File: src/hw/rtl/fbfla_pkg.sv
`timescale 1ns / 1ps

package fbfla_pkg;

	// fixed field widths
	localparam int ADDR_W   = 48;
	localparam int SIZE_W   = 21;
	localparam int COUNT_W  = 11;
	localparam int INDEX_W  = 10;
	localparam int REG_W    = 2;

	// register reset values
	localparam logic [SIZE_W-1:0]  SIZE_RST  = 21'd4096;
	localparam logic [COUNT_W-1:0] COUNT_RST = 11'd1024;

	// request codes
	localparam logic ACT_ALLOC = 1'b0;
	localparam logic ACT_FREE  = 1'b1;

	typedef enum logic [1:0] {
		STAT_OK    = 2'd0,
		STAT_EMPTY = 2'd1,
		STAT_RANGE = 2'd2,
		STAT_FULL  = 2'd3
	} status_t;

	typedef enum logic [REG_W-1:0] {
		REG_BASE  = 2'd0,
		REG_SIZE  = 2'd1,
		REG_COUNT = 2'd2
	} reg_idx_t;

	typedef enum logic [2:0] {
		S_IDLE,
		S_ALLOC_RD,
		S_ALLOC_MUL,
		S_ALLOC_FIN,
		S_FREE_PREP,
		S_FREE_DIV,
		S_FREE_FIN
	} state_t;

	// controller to datapath
	typedef struct packed {
		logic capture;
		logic cfg_wr;
		logic rd;
		logic mul;
		logic prep;
		logic div_step;
		logic res_alloc;
		logic res_empty;
		logic res_range;
		logic res_full;
		logic res_push;
	} cmd_t;

	// datapath to controller
	typedef struct packed {
		logic empty;
		logic out_of_range;
		logic full;
		logic div_last;
		logic out_busy;
	} stat_t;

endpackage

File: src/hw/rtl/fbfla_ctrl.sv
`timescale 1ns / 1ps

module fbfla_ctrl import fbfla_pkg::*; (
	input  logic  clk,
	input  logic  arst_n,
	input  logic  in_valid,
	output logic  in_ready,
	input  logic  action,
	input  logic  cfg_valid,
	output logic  cfg_ready,
	input  stat_t st,
	output cmd_t  cmd
);

	state_t state_q;
	state_t state_d;

	// state register
	always_ff @(posedge clk or negedge arst_n) begin
		if (!arst_n) begin
			state_q <= S_IDLE;
		end else begin
			state_q <= state_d;
		end
	end

	// next state and commands
	always_comb begin
		state_d   = state_q;
		cmd       = '0;
		in_ready  = 1'b0;
		cfg_ready = 1'b0;
		unique case (state_q)
			S_IDLE: begin
				// a register write goes ahead of a waiting request
				in_ready   = !cfg_valid;
				cfg_ready  = 1'b1;
				cmd.cfg_wr = cfg_valid;
				if (in_valid && !cfg_valid) begin
					cmd.capture = 1'b1;
					state_d = (action == ACT_FREE) ? S_FREE_PREP : S_ALLOC_RD;
				end
			end
			S_ALLOC_RD: begin
				cmd.rd  = 1'b1;
				state_d = S_ALLOC_MUL;
			end
			S_ALLOC_MUL: begin
				cmd.mul = 1'b1;
				state_d = S_ALLOC_FIN;
			end
			S_ALLOC_FIN: begin
				if (!st.out_busy) begin
					if (st.empty) begin
						cmd.res_empty = 1'b1;
					end else begin
						cmd.res_alloc = 1'b1;
					end
					state_d = S_IDLE;
				end
			end
			S_FREE_PREP: begin
				cmd.prep = 1'b1;
				state_d  = S_FREE_DIV;
			end
			S_FREE_DIV: begin
				cmd.div_step = 1'b1;
				if (st.div_last) begin
					state_d = S_FREE_FIN;
				end
			end
			S_FREE_FIN: begin
				if (!st.out_busy) begin
					priority if (st.out_of_range) begin
						cmd.res_range = 1'b1;
					end else if (st.full) begin
						cmd.res_full = 1'b1;
					end else begin
						cmd.res_push = 1'b1;
					end
					state_d = S_IDLE;
				end
			end
			default: begin
				state_d = S_IDLE;
			end
		endcase
	end

	// at most one result per cycle
	assert property (@(posedge clk) disable iff (!arst_n)
		$onehot0({cmd.res_alloc, cmd.res_empty, cmd.res_range, cmd.res_full, cmd.res_push}))
		else $error("more than one result command");

	// a result never overwrites one still waiting
	assert property (@(posedge clk) disable iff (!arst_n)
		(cmd.res_alloc || cmd.res_empty || cmd.res_range || cmd.res_full || cmd.res_push)
		|-> !st.out_busy)
		else $error("result issued while output held");

	// an accepted request always leaves idle
	assert property (@(posedge clk) disable iff (!arst_n)
		(state_q == S_IDLE && in_valid && in_ready) |=> (state_q != S_IDLE))
		else $error("accepted request not started");

endmodule

File: config.mk
export PLATFORM = sky130hd
export DESIGN_NAME = fbfla_ctrl
export DESIGN_NICKNAME = d
export VERILOG_FILES = /design/src/hw/rtl/fbfla_pkg.sv /design/src/hw/rtl/fbfla_ctrl.sv
export SDC_FILE = /design/constraint.sdc
export NUM_CORES = 1
export LEC_CHECK = 0
export BUFFER_PORTS_ARGS = -buffer_cell sky130_fd_sc_hd__buf_2
export CORE_AREA = 2 2 39 41
export CTS_BUF_LIST = sky130_fd_sc_hd__clkbuf_16
export DETAILED_ROUTE_END_ITERATION = 10
export DIE_AREA = 0 0 41 43
export PLACE_DENSITY = 0.58
export REMOVE_ABC_BUFFERS = 1
export SETUP_SLACK_MARGIN = 0.15
export SYNTH_ARGS = -nofsm -noshare
export SYNTH_HDL_FRONTEND = slang
export SYNTH_SLANG_ARGS = --single-unit
export TNS_END_PERCENT = 50
File: constraint.sdc
create_clock -name clk -period 1.4 [get_ports clk]
set_input_delay 0.21 -clock clk [delete_from_list [all_inputs] [get_ports clk]]
set_output_delay 0.21 -clock clk [all_outputs]
set_load 0.02 [all_outputs]
==> Implementation_results.wiki <==
{| class="wikitable"
! Metric !! Value
|-
| Result of the run || complete, but fails checks
|-
| Failing checks || negative setup slack
|-
| Routed wire per std cell || 11.7 um
|-
| Required arrival time at the worst endpoint || 1190 ps
|-
| Final Hold Violating Endpoints || 0
|-
| Type of element capturing the critical path || output port
|-
| Setup repair after global routing missed its margin || yes
|-
| HP Class || input port to flop
|-
| Part of the cycle the worst path needs || 1.07
|-
| Areal power density over the cells || 2370 mW/mm2
|-
| Share of Yosys cell area claimed by the top area cell type || 0.216
|-
| Drt first pass iters || 4
|-
| Iteration-0 DRC Markers || 10
|-
| Most numerous cell in the Yosys netlist || dfrtp_1
|-
| CTS Buf Count || 3
|-
| Worst VDD drop || 0.874 mV
|-
| Post-synthesis sequential element count || 3
|-
| Count of port buffers added during placement || 22
|-
| Pleak || 0.329 nW
|-
| Final Util || 0.499
|-
| Slew Viols, Final || 0
|-
| Worst setup slack after layout || -96.1 ps
|-
| Count of pins on the block boundary || 23
|-
| Final setup fails || 9
|-
| Startpoint types || flop
|-
| Largest fanout of any net on the critical path || 7
|-
| Max reg flops || 3
|-
| Core area || 0.00138 mm2
|-
| Longest individual stage delay on the worst path || 430 ps
|-
| Number of rows created at floorplan || 14
|-
| Initial Util || 0.251
|-
| Avg Synthesized Cell Area || 8.70 um2
|-
| Count of yosys warnings during synthesis || 0
|-
| Global route overflow || 0
|-
| Global-route wire length before repair || 1.71 mm
|-
| Most flops, register || state_q
|-
| Number of enable-type register cells in the synthesized netlist || 0
|-
| Count of max-cap constraint violations || 0
|-
| Leading area contributor after synthesis || dfrtp_1
|-
| Critical-path top delay cell || dfrtp_2
|-
| Diodes inserted || 0
|-
| Die Area || 0.00176 mm2
|-
| Cell mode on critical path || buf_4
|-
| Mapped cell area || 348 um2
|-
| Area of all sequential standard cells || 77.6 um2
|-
| Worst Max-Slew Pin Slew || 220 ps
|-
| Antenna violations before repair || 0
|-
| Fill cell instance count of the final layout || 131
|-
| Clock-pin slew on the worst setup and hold paths || 30 ps
|-
| Area of combinational cells with multiple inputs || 287 um2
|-
| Clock Latency Late Sink || 220 ps
|-
| Root Buffer || clkbuf_16
|-
| Maximum frequency from static timing analysis || 668 MHz
|-
| Post-layout min period || 1500 ps
|-
| Clock tree from TritonCTS || built
|-
| Synth cell types || 32
|-
| Data arrival time of the worst path || 1290 ps
|-
| Clock sink count || 3
|-
| Maximum number of pins on one net before global-route repair || 9
|-
| Die height || 43 um
|-
| Kind of critical path || flop to output port
|-
| Leading register cell type out of synthesis || dfrtp_1
|-
| Leading post-synthesis cells by cell area || dfrtp_1 (22%), buf_6 (6.5%), nor4b_2 (4.3%)
|-
| Number of global-route vias before repair || 407
|-
| Worst rel slew slack || 0.853
|-
| DP Worst Slack || 56.1 ps
|-
| Synthesized instance count || 40
|-
| Die X-Extent || 41 um
|-
| ANT nets after route || 0
|-
| Global-route total usage across every layer || 0.150
|-
| Worst Clk Skew || 0.881 ps
|-
| Largest registers || state_q: 3 flops
|-
| Synthesis-to-finish area growth || 98.6%
|-
| Critical path, cell by cell || buf_4 > nor3_4 > and2_1 > buf_4
|-
| GPL Wtd Cong || 0.756
|-
| Nets || 81
|-
| FFs w/ async S/R, synth || 1.00
|-
| Vias || 400
|-
| WL final || 1.00 mm
|-
| Drt drc || 0
|-
| HPWL after DPL || 658 um
|-
| H-tree depth || 1
|-
| Sequential-to-total area share from yosys stat || 0.216
|-
| Fraction of final layout cells with drive strength greater than 1 || 0.643
|-
| Clk buf depth || 2
|-
| Via density per instance || 4.65
|}
## metal layers
| metal | GRT usage | part of all wire | vias to the layer above |
|---|---|---|---|
| met4 | 0.120 | 0 | 0 |
| li1 | - | - | 205 |
| met2 | 0.197 | 0.49 | 20 |
| met1 | 0.190 | 0.44 | 175 |
| met3 | 0.0471 | 0.066 | 0 |
| met5 | 0 | 0 | - |
## per-stage QoR
| stage | power [W] | setup TNS, ps | std cells | area [um2] | hold WS, ps |
|---|---|---|---|---|---|
| floorplan | 0.000649 | -404 | 36 | 315 | -85.6 |
| global route | 0.00175 | -1070 | 86 | 691 | 321 |
| CTS | 0.00148 | -486 | 84 | 623 | 289 |
| finish | 0.00164 | -444 | 86 | 691 | 288 |
| global placement | 0.000930 | 0 | 79 | 483 | 6.13 |
| detailed placement | 0.000937 | 0 | 79 | 483 | 7.59 |
## critical path, delay by kind of cell, from the launching register on
| family | cells | cell delay [ps] |
|---|---|---|
| buffers and inverters | 2 | 320 |
| flip-flops | 1 | 430 |
| AND/OR/NAND/NOR | 2 | 320 |
## cell type report
type / count / share of cell area
clock buffer: 3 / 0.109
clock inverter: 1 / 0.00543
inverter: 2 / 0.0145
multi-input combinational: 31 / 0.415
sequential: 3 / 0.112
tap: 16 / 0.0290
timing repair buffer: 30 / 0.315
## power by group
group | switching (W) | leakage (nW) | internal, W
Combinational | 0.000510 | 0.251 | 0.000472
Clock | 0.0000779 | 0.0423 | 0.000368
Sequential | 0.0000704 | 0.0349 | 0.000139
Total | 0.000658 | 0.329 | 0.000979
## cell usage in the layout (no fill, tap or decap), types with 2 or more instances in the layout
cell type	n
and2_1	2
buf_2	10
buf_4	15
buf_6	4
clkbuf_16	3
dfrtp_2	2
inv_1	2
nand2b_1	2
nor2_1	2
nor3b_2	2
nor4b_4	2
## path summary, 6_finish.rpt
check | start | to | slack, ps | depth (start not counted)
hold reg to reg | state_q[1] | state_q[1] | 590 | 2
hold / removal | st[0] | state_q[2] | 290 | 3
min in group asynchronous | arst_n | state_q[2] | 310 | 2
max in group asynchronous | arst_n | state_q[0] | 970 | 2
setup reg to reg | state_q[2] | state_q[0] | 250 | 4
setup / recovery | state_q[0] | cmd[9] | -100 | 4
## cells by family after synthesis
kind of cell | after synthesis | synth area share
AND/OR/NAND/NOR | 24 | 0.518
AO/OA/AOI/OAI | 6 | 0.115
buffers and inverters | 6 | 0.122
flip-flops | 3 | 0.216
adder cells (fa/ha/maj) | 1 | 0.0288
## repair_timing
item / CTS / global route
endpoints found under the hold margin: 3 / 0
buffers inserted: 0 / 2
setup endpoints to repair: 13 / 14
pin swaps: 4 / 4
gates resized for setup: 14 / 13
hold buffers: 1 / 0
No activity file was read; power rests on OpenSTA's default activity.
